--- config.mk ---
export PLATFORM = sky130hd
export DESIGN_NAME = bol_cell
export DESIGN_NICKNAME = d
export VERILOG_FILES = /design/src/rtl/bol_pkg.sv /design/src/rtl/bol_cell.sv
export SDC_FILE = /design/constraint.sdc
export NUM_CORES = 1
export LEC_CHECK = 0
export ABC_AREA = 1
export BUFFER_PORTS_ARGS = -buffer_cell sky130_fd_sc_hd__buf_2
export CAP_MARGIN = 10
export CORE_MARGIN = 5
export CORE_UTILIZATION = 44
export CTS_BUF_LIST = sky130_fd_sc_hd__clkbuf_16
export CTS_CLUSTER_DIAMETER = 200
export CTS_CLUSTER_SIZE = 12
export DETAILED_ROUTE_END_ITERATION = 10
export PLACE_DENSITY_LB_ADDON = 0.05
export SYNTH_ARGS = -nofsm -noshare
export SYNTH_HDL_FRONTEND = slang
export SYNTH_SLANG_ARGS = --single-unit
--- constraint.sdc ---
create_clock -name clock -period 4.05 [get_ports clock]
set_clock_uncertainty 0.15 [all_clocks]
set_input_delay 1.0125 -clock clock [delete_from_list [all_inputs] [get_ports clock]]
set_output_delay 1.0125 -clock clock [all_outputs]
set_load 0.05 [all_outputs]
--- src/rtl/bol_pkg.sv ---
// Package for the bounded ordered list: command, error and cell operation codes,
// plus default sizes. No dependencies; every other file of the block depends on it.
`default_nettype none

package bol_pkg;

   localparam int CAPACITY_DEF  = 64;
   localparam int WORD_BITS_DEF = 32;

   localparam int CMD_W = 3;
   localparam int ERR_W = 2;

   typedef logic [CMD_W-1:0] cmd_type;
   typedef logic [ERR_W-1:0] err_type;

   // Command codes of the request word.
   localparam cmd_type CMD_APPEND = 3'd0;
   localparam cmd_type CMD_REMOVE = 3'd1;
   localparam cmd_type CMD_INSERT = 3'd2;
   localparam cmd_type CMD_ERASE  = 3'd3;
   localparam cmd_type CMD_READ   = 3'd4;
   localparam cmd_type CMD_WRITE  = 3'd5;
   localparam cmd_type CMD_CLEAR  = 3'd6;

   // Error codes of the response word.
   localparam err_type ERR_OK    = 2'd0;
   localparam err_type ERR_EMPTY = 2'd1;
   localparam err_type ERR_RANGE = 2'd2;
   localparam err_type ERR_FULL  = 2'd3;

   // Operation broadcast to every cell of the chain.
   typedef logic [2:0] cell_op_type;

   localparam cell_op_type CELL_HOLD     = 3'd0;
   localparam cell_op_type CELL_WRITE    = 3'd1;
   localparam cell_op_type CELL_INSERT   = 3'd2;
   localparam cell_op_type CELL_ERASE    = 3'd3;
   localparam cell_op_type CELL_SNAP     = 3'd4;
   localparam cell_op_type CELL_RD_SHIFT = 3'd5;

endpackage

`default_nettype wire

--- src/rtl/bol_cell.sv ---
// One storage cell of the list chain: holds one element and one read-chain stage.
// Depends on bol_pkg for the cell operation codes.
`default_nettype none

module bol_cell #(
   parameter int INDEX     = 0,
   parameter int POS_W     = 7,
   parameter int WORD_BITS = bol_pkg::WORD_BITS_DEF
) (
   input  wire                         clock,
   input  wire bol_pkg::cell_op_type   op,
   input  wire [POS_W-1:0]             target,
   input  wire [WORD_BITS-1:0]         data_word,
   input  wire [WORD_BITS-1:0]         lower_word,
   input  wire [WORD_BITS-1:0]         upper_word,
   input  wire [WORD_BITS-1:0]         upper_rd,
   output logic [WORD_BITS-1:0]        word,
   output logic [WORD_BITS-1:0]        rd
);
   import bol_pkg::*;

   localparam logic [POS_W-1:0] IDX = POS_W'(INDEX);

   logic [WORD_BITS-1:0] word_ff, word_in;
   logic [WORD_BITS-1:0] rd_ff, rd_in;
   logic                 at_target, above_target;

   assign at_target    = (IDX == target);
   assign above_target = (IDX > target);

   always_comb begin
      word_in = word_ff;
      rd_in   = rd_ff;
      unique case (op)
         CELL_WRITE: begin
            if (at_target) word_in = data_word;
         end
         CELL_INSERT: begin
            if (above_target) word_in = lower_word;
            else if (at_target) word_in = data_word;
         end
         CELL_ERASE: begin
            if (above_target || at_target) word_in = upper_word;
         end
         CELL_SNAP:     rd_in = word_ff;
         CELL_RD_SHIFT: rd_in = upper_rd;
         default: ;
      endcase
   end

   always_ff @(posedge clock) begin
      word_ff <= word_in;
      rd_ff   <= rd_in;
   end

   assign word = word_ff;
   assign rd   = rd_ff;

endmodule

`default_nettype wire

# [Word level (Yosys, flattened, before mapping)]
# Index checks and enable logic that the tools add are counted.
[word_totals] out_inout_bits=64 register_bits=64 wordCells=19 input_bits=139
[classes] n_reduce_logical=5 n_eq_ne=6 order_cmp=1 muxes=5
[ops] op="$mux 32" count=3
[ops] op="$pmux 32 s3" count=1
[ops] op="$pmux 32 s2" count=1
[ops] op="$gt 1x7->1 const A" count=1
[ops] op="$logic_not 7->1" count=1
[ops] op="$eq 3x2->1 const B" count=2
[ops] op="$eq 3x3->1 const B" count=2
[ops] op="$eq 3x1->1 const B" count=1
[ops] op="$reduce_bool 3->1" count=1
[ops] op="$ne 2x2->1 const B" count=1
[ops] op="$reduce_and 2->1" count=1
[ops] op="$reduce_bool 2->1" count=1
[ops] op="$logic_or 1x1->1" count=1

# [Logic depth before layout (Yosys ltp)]
# Gate-level depths: netlist of run 1.
[depth] word_depth=4 ltp_mapped=7

# [Worst setup path after synthesis of run 1]
# Ideal clock, no wire load.
[synth_path] path_kind="input-to-reg" startpoint="in target[1]" endpoint="reg word_ff[0], in the netlist word[0] (enable)" required_time_ns=3.459 setup_slack_ns=0.337 cell_stages=6 arrival_ns=3.122 n_path_buf=1 path_cell_list="nor2_1 -> nand2_1 -> inv_2 -> buf_4 -> nand2_1 -> a31oi_1"
[synth_via] elab_chain_len=4 elab_cells_between_ends=5 classes_between="1 x order compare; 1 x eq/ne; 3 x reduce/logical"
[synth_rtl] item="start, declared" line_no="bol_cell.sv:12" source="input wire [POS_W-1:0] target,"
[synth_rtl] item="$gt 1x7->1 / $logic_not 7->1 (equally long branches)" line_no="bol_cell.sv:29, bol_cell.sv:28"
[synth_rtl] item="$logic_or 1x1->1 *" line_no="bol_cell.sv:43" source="if (above_target || at_target) word_in = upper_word;"
[synth_rtl] item="$ne 2x2->1 (no source line) *"
[synth_rtl] item="$reduce_and 2->1 (no source line) *"
[synth_rtl] item="end signal, assigned" line_no="bol_cell.sv:52" source="word_ff <= word_in;"
[synth_rtl] item="end, declared" line_no="bol_cell.sv:24" source="logic [WORD_BITS-1:0] word_ff, word_in;"
# Mark *: on every way between the ends. The rest lies on a longest branch, timed or not.
# A chain may end at the register's enable or synchronous reset.

# [Worst setup path after layout of run 1]
[layout_path] startpoint="in target[6]" endpoint="reg word_ff[17], in the netlist word[17] (enable)"
# The elaborated chain is that of the path after synthesis.

==> reports/results.tsv, run 1 <==
metric	value	unit
clk_pin_slew_worst_paths	50	ps
synth_cell_types	17	
vias_per_cell	4.82	
cp.required	3920	ps
vias	3201	
synthToLayoutAreaGrowth	34.4	%
dpl.hpwl	6.57	mm
synth_seq_cells	64	
worst_slew_pin_slew	1010	ps
cp.arrival	2250	ps
drcViolationCount	0	
wl	9.67	mm
reg2reg_from	word[1]	
port_buffers	170	
hold_viol_final	0	
tritoncts	done	
period_share	58.8	%
min_path_cells	2	
grt_use_total	20.0	%
rows	32	
cts_resized	0	
clk_latency	320	ps
finalSetupTns	0	ps
status	finished, final reports clean	
ant_nets	0	
timing.final.ws_setup	1670	ps
ys_seq_area_share	56.3	%
fin_crit	2380	ps
fp.dieW	98.1	um
reg2reg_depth	4	
core_area	7650	um2
io_pins	203	
min_from	word[25]	
slew_viol_final	0	
postPlaceCellArea	4310	um2
cts_made_buffers	9	
place_congestion	0.797	
layout_commonest_cell	buf_2	
ir_worst_vdd	226	uV
setup_viol	0	
diodes	0	
crit_fanout	19	
worstSetupStartpointType	input pin	
avgSynthCellArea	8.65	um2
syn_area	3420	um2
htree_levels	3	
first_iter_violations	133	
layout_common_cells	buf_2, inv_1, nand2_1, nand3_1, edfxtp_1	
ff2ff_setup_slack	2910	ps
fillers	731	
drive_above_1_share	34.7	%
cts.sinks	64	
syn_nets	534	
start_util	44.7	%
clock_path_buffers	2	
grt_overflow	0	
grt_pass1_vias	3183	
antenna_found_initial	0	
cp-end-kind	flop	
cts-root-buf	clkbuf_16	
post-place-ws	1330	ps
yosys_warnings	0	
die_h	98.1	um
maxSlewHeadroom	32.5	%
hold_buffers	0	
final_nets	697	
grt_pass1_wl	15.3	mm
post_cts_buffers	0	
cellLeakagePower	2.27	nW
drt-pass1-iter-count	4	
synthCells	395	
max_freq	0.420	GHz
maxCapViolations	0	
min_to	rd[25]	
r2r_end	word[1]	
dieArea	9630	um2
power_density	404	nW/um2
routedWlPerCell	14.6	um
rsz0062_at_grt	no	
grt_max_degree	65	
min_path_type	reg -> reg	
critPathKind	in -> reg	
stdcell_area	4590	um2
[stage by stage]
| stage | util (%) | power [mW] | std cells | hold slack, ps |
|---|---|---|---|---|
| 2_1_floorplan | - | 1.03 | 395 | 800 |
| 3_3_place_gp | 56.4 | 1.14 | 649 | 433 |
| 3_5_place_dp | 56.4 | 1.14 | 649 | 443 |
| 4_1_cts | 60.0 | 1.87 | 664 | 459 |
| 5_1_grt | 60.0 | 1.93 | 664 | 477 |
| 6_report | 60.0 | 1.85 | 664 | 457 |
[metal layers]
metal	global-route usage [%]	vias up	routed length, um
met5	0	-	0
met4	5.54	0	59
met3	6.86	4	936
met2	36.7	137	5020
met1	21.7	1438	3650
li1	-	1622	-
[state kept, by name, summed over array words and instances (netlist names)]
register	count
word	32
rd	32
[area by class of cell]
cell class | instances | area [um2] | share of cell area [%]
Clock buffer | 9 | 225 | 4.90
Clock inverter | 6 | 53.8 | 1.17
Inverter | 70 | 263 | 5.72
Multi-Input combinational cell | 237 | 1090 | 23.8
Sequential cell | 64 | 1920 | 41.9
Tap cell | 102 | 128 | 2.78
Timing Repair Buffer | 176 | 908 | 19.8
[synth_stat cells]
cell	instances	area share (%)
a21oi_1	32	4.7
a31oi_1	1	0.18
buf_2	6	0.88
buf_4	8	1.8
buf_6	4	1.3
clkbuf_1	5	0.55
clkbuf_2	1	0.15
edfxtp_1	64	56
inv_1	68	7.5
inv_2	2	0.22
nand2_1	68	7.5
nand2_4	1	0.33
nand3_1	64	9.4
nand3_2	1	0.29
nor2_1	35	3.8
nor2_2	2	0.37
o21ai_0	33	4.8
[kinds of logic (layout without fill, tap and decap cells)]
family / count (synthesis) / after routing / share of synthesized area [%]
and+or+nand+nor: 171 / 171 / 21.7
buffers and inverters: 94 / 261 / 12.3
AOI/OAI and AO/OA: 66 / 66 / 9.71
DFF: 64 / 64 / 56.3
[critical path, stage by stage]
cell,delay (ps)
buf_2,100
inv_1,40
nand2_1,50
nor2_2,130
nand2_1,110
a31oi_4,530
buf_12,260
[how the worst max path moves through the flow]
stage                     endpoint  startpoint  slack [ps]
after floorplan            word[0]   target[1]         340
after global placement    word[23]   target[2]        1340
after detailed placement  word[20]   target[2]        1330
after CTS                 word[20]   target[2]        1670
after global routing       word[2]   target[2]        1540
final                     word[17]   target[6]        1670
[power by group]
group	internal [mW]	switching (mW)	leakage, nW
clock	0.465	0.263	0.141
combinational	0.0958	0.239	1.53
sequential	0.780	0.0120	0.603
total	1.34	0.515	2.27
Power figures use the tool's default switching activity.
==> run 2, diff against run 1 <==
==> constraint.sdc (replaced) <==
create_clock -name clock -period 2.28 [get_ports clock]
set_clock_uncertainty 0.15 [all_clocks]
set_input_delay 0.57 -clock clock [delete_from_list [all_inputs] [get_ports clock]]
set_output_delay 0.57 -clock clock [all_outputs]
set_load 0.05 [all_outputs]
==> reports/results.tsv, run 2 (synthesis gave the netlist of run 1 again) <==
metric	value	unit	change
status	finished, final reports clean		
cts_made_buffers	9		unchanged
fp.dieW	98.1	um	unchanged
die_h	98.1	um	unchanged
timing.final.ws_setup	600	ps	-1070 ps
min_path_type	in -> reg		
period_share	73.7	%	
finalNonFillerCells	673		+1.4%
cp-end-kind	output port		
final_nets	705		+1.1%
layout_commonest_cell	buf_2		
cts_resized	0		unchanged
ir_worst_vdd	430	uV	+91%
wl	10.0	mm	+3.9%
antenna_found_initial	0		unchanged
critPathKind	reg -> out		
finalPower	3.31	mW	+78%
maxCapViolations	0		unchanged
dpl.hpwl	7.11	mm	+8.3%
tritoncts	done		
first_iter_violations	271		+100%
finalSetupTns	0	ps	unchanged
start_util	44.7	%	unchanged
layout_common_cells	buf_2, inv_1, nand2_1, nand3_1, edfxtp_1		
hold_buffers	0		unchanged
worstSetupStartpointType	flop		
grt_pass1_wl	15.6	mm	+1.9%
crit_chain	buf_2		
ff2ff_setup_slack	1160	ps	-1750 ps
r2r_end	word[20]		
ant_nets	0		unchanged
clk_pin_slew_worst_paths	50	ps	about the same
post_cts_buffers	0		unchanged
drive_above_1_share	35.4	%	+0.68 points
clk_latency	320	ps	about the same
rows	32		unchanged
grt_max_degree	33		-49%
critical_path_buf_inv_count	1		-2
drt-pass1-iter-count	6		+2
max_freq	0.595	GHz	
vias	3276		+2.3%
crit_path_end	word[20]		
min_from	upper_word[3]		
cpMaxStageDelayCell	edfxtp_1		
io_pins	203		unchanged
cts-root-buf	clkbuf_16		
postPlaceCellArea	4390	um2	+1.7%
slew_viol_final	0		unchanged
power_density	709	nW/um2	+75%
worst_slew_pin_slew	463	ps	-548 ps
htree_levels	3		unchanged
dieArea	9630	um2	unchanged
reg2reg_from	word[20]		
rsz0062_at_grt	no		
place_congestion	0.854		+7.3%
clock_path_buffers	2		unchanged
post-place-ws	300	ps	-1040 ps
grt_pass1_vias	3159		-0.75%
core_area	7650	um2	unchanged
routedWlPerCell	14.9	um	+2.5%
grt_use_total	20.5	%	+0.57 points
port_buffers	170		unchanged
cts.sinks	64		unchanged
vias_per_cell	4.87		+0.97%
grt_overflow	0		unchanged
cp.arrival	960	ps	-1290 ps
hold_viol_final	0		unchanged
reg2reg_depth	4		unchanged
setup_viol	0		unchanged
diodes	0		unchanged
maxSlewHeadroom	69.2	%	+37 points
cellLeakagePower	2.31	nW	+1.9%
stdcell_area	4660	um2	+1.6%
slowest_delay	370	ps	-160 ps
cp.required	1560	ps	-2360 ps
crit_fanout	2		-17
worstSetupStartpoint	word[20]		
path_depth	1		-6
dp.cells	657		+1.2%
drcViolationCount	0		unchanged
crit_family	flip-flops		
fin_crit	1680	ps	
synthToLayoutAreaGrowth	36.6	%	
run 2: changes by cell type in the layout (fill, tap and decap cells not counted):
cell,before,now
buf_4,5,12
clkinv_1,1,4
buf_12,1,2
clkinvlp_4,1,0
inv_1,70,69
run 2: worst min-delay path by stage:
stage | to | slack [ps] | cells after the start
3_5_place_dp | rd[13] | 450 | 2
2_1_floorplan | word[0] | 610 | 2
3_3_place_gp | rd[3] | 440 | 2
6_report | word[3] | 370 | 3
4_1_cts | word[16] | 360 | 3
5_1_grt | word[13] | 380 | 3
run 2: layout make-up:
cell class | count | area (um2)
Timing Repair Buffer | 184 | 981
Fill cell | 738 | 2980
Clock inverter | 7 | 53.8
Multi-Input combinational cell | 237 | 1090
Sequential cell | 64 | 1920
Inverter | 70 | 263
Tap cell | 102 | 128
Clock buffer | 9 | 225
run 2: metrics by stage:
step,utilization (%),hold slack [ps]
after floorplan,-,606
after global placement,57.3,435
after detailed placement,57.3,451
after CTS,61.0,363
after global routing,61.0,380
final,61.0,371
run 2: power by group:
part | switching [mW] | internal, mW | total [mW]
Combinational | 0.430 | 0.178 | 0.608
Sequential | 0.0243 | 1.39 | 1.41
Clock | 0.463 | 0.824 | 1.29
Total | 0.918 | 2.39 | 3.31
run 2: routing by layer:
layer	global-route usage, %	up-vias	routed length (um)	part of all wire [%]
met5	0	-	0	0
li1	-	1640	-	-
met3	4.71	11	1070	11
met2	34.2	175	4820	48
met1	26.4	1450	4000	40
met4	6.92	0	151	1.5
==> run 3, diff against run 2 <==
==> constraint.sdc (replaced) <==
create_clock -name clock -period 1.75 [get_ports clock]
set_clock_uncertainty 0.15 [all_clocks]
set_input_delay 0.4375 -clock clock [delete_from_list [all_inputs] [get_ports clock]]
set_output_delay 0.4375 -clock clock [all_outputs]
set_load 0.05 [all_outputs]
==> reports/results.tsv, run 3 (synthesis gave the netlist of run 1 again) <==
metric	value	unit	change
status	finished, final reports clean		
fp.dieW	98.1	um	unchanged
io_pins	203		unchanged
layout_common_cells	buf_2, inv_1, nand2_1, nand3_1, edfxtp_1		
dpl.hpwl	7.12	mm	about the same
cpMaxStageDelayCell	edfxtp_1		
port_buffers	170		unchanged
slowest_delay	410	ps	+40 ps
rsz0062_at_grt	no		
crit_chain	buf_2		
worst_slew_pin_slew	622	ps	+160 ps
rows	32		unchanged
slew_viol_final	0		unchanged
core_area	7650	um2	unchanged
synthToLayoutAreaGrowth	38.9	%	
post_cts_buffers	0		unchanged
cts_resized	0		unchanged
drt-pass1-iter-count	4		-2
critPathKind	reg -> out		
layout_commonest_cell	buf_2		
ant_nets	0		unchanged
min_path_type	in -> reg		
cts_made_buffers	9		unchanged
clk_pin_slew_worst_paths	60	ps	about the same
clock_path_buffers	2		unchanged
max_freq	0.641	GHz	
die_h	98.1	um	unchanged
diodes	0		unchanged
power_density	917	nW/um2	+29%
vias_per_cell	4.79		-1.6%
postPlaceCellArea	4460	um2	+1.8%
post-place-ws	14.4	ps	-286 ps
setup_viol	0		unchanged
power_frac_clock	39.1	%	+0.2 points
cp.arrival	970	ps	about the same
drcViolationCount	0		unchanged
cp-end-kind	output port		
vias	3230		-1.4%
seq_power_share	42.2	%	-0.5 points
hold_buffers	0		unchanged
cts-root-buf	clkbuf_16		
min_from	upper_word[21]		
internal_power	3.13	mW	+31%
antenna_found_initial	0		unchanged
hold_viol_final	0		unchanged
ir_worst_vdd	485	uV	+13%
start_util	44.7	%	unchanged
place_congestion	0.808		-5.5%
dieArea	9630	um2	unchanged
timing.final.ws_setup	191	ps	-409 ps
finalNonFillerCells	674		+0.15%
crit_family	flip-flops		
fin_crit	1560	ps	
clk_latency	330	ps	about the same
drive_above_1_share	38.6	%	+3.3 points
critical_path_buf_inv_count	1		unchanged
final_nets	706		+0.14%
htree_levels	3		unchanged
stdcell_area	4740	um2	+1.7%
grt_use_total	20.5	%	-0.043 points
crit_fanout	2		unchanged
tritoncts	done		
grt_pass1_vias	3320		+5.1%
worstSetupStartpointType	flop		
wl	9.99	mm	-0.50%
grt_max_degree	37		+12%
grt_overflow	0		unchanged
routedWlPerCell	14.8	um	-0.65%
maxSlewHeadroom	58.4	%	-11 points
p_switching	1.23	mW	+33%
maxCapViolations	0		unchanged
cellLeakagePower	2.35	nW	+1.6%
worstSetupStartpoint	word[20]		
reg2reg_from	word[13]		
grt_pass1_wl	15.6	mm	about the same
comb_power_share	18.7	%	+0.3 points
cts.sinks	64		unchanged
dp.cells	658		+0.15%
finalSetupTns	0	ps	unchanged
p_sw_share	28.2	%	+0.38 points
cp.required	1160	ps	-400 ps
first_iter_violations	149		-45%
period_share	89.1	%	
[run 3: cell count changes in the layout (fill, tap and decap cells not counted), sizes merged]
cell,change
inv,+2
clkinv,-2
buf,+1
[run 3: path summary, 6_finish.rpt]
kind                            slack [ps]        to  depth (start not counted)
worst min-delay path                   230  word[21]                          3
worst min register to register         460     rd[9]                          2
worst max register to register         630  word[13]                          4
worst max-delay path                   190  word[20]                          1
[run 3: area by class of cell]
class / instances / area [um2]
clock inverters: 7 / 56.3
multi-input cells: 237 / 1150
inverters: 70 / 263
well taps: 102 / 128
flip-flops and latches: 64 / 1920
clock buffers: 9 / 225
fillers: 726 / 2900
repair buffers: 185 / 1000
[run 3: power groups by stage]
stage	registers (mW)	clock network [mW]	logic, mW
after floorplan	2.15	0	0.247
after global placement	1.86	0	0.802
after detailed placement	1.87	0	0.815
after CTS	1.84	1.72	0.817
after global routing	1.84	1.79	0.878
final	1.84	1.70	0.813
[run 3: metal layers]
| metal | part of all wire, % | wire, um | GRT usage (%) | vias up |
|---|---|---|---|---|
| li1 | - | - | - | 1641 |
| met1 | 39 | 3870 | 22.9 | 1425 |
| met2 | 51 | 5060 | 36.8 | 151 |
| met3 | 9.2 | 917 | 6.71 | 13 |
| met4 | 1.5 | 146 | 6.50 | 0 |
| met5 | 0 | 0 | 0 | - |
[run 3: through the flow]
stage	utilization [%]	total power, mW	hold slack (ps)
2_1_floorplan	-	2.40	473
3_3_place_gp	58.4	2.67	434
3_5_place_dp	58.4	2.68	445
4_1_cts	62.0	4.38	224
5_1_grt	62.0	4.51	230
6_report	62.0	4.35	230
[run 3: worst register-to-register path, stage by stage (launching register included)]
cell,delay (ps)
edfxtp_1,380
inv_1,100
o21ai_0,90
nand3_1,90
nand2_1,70
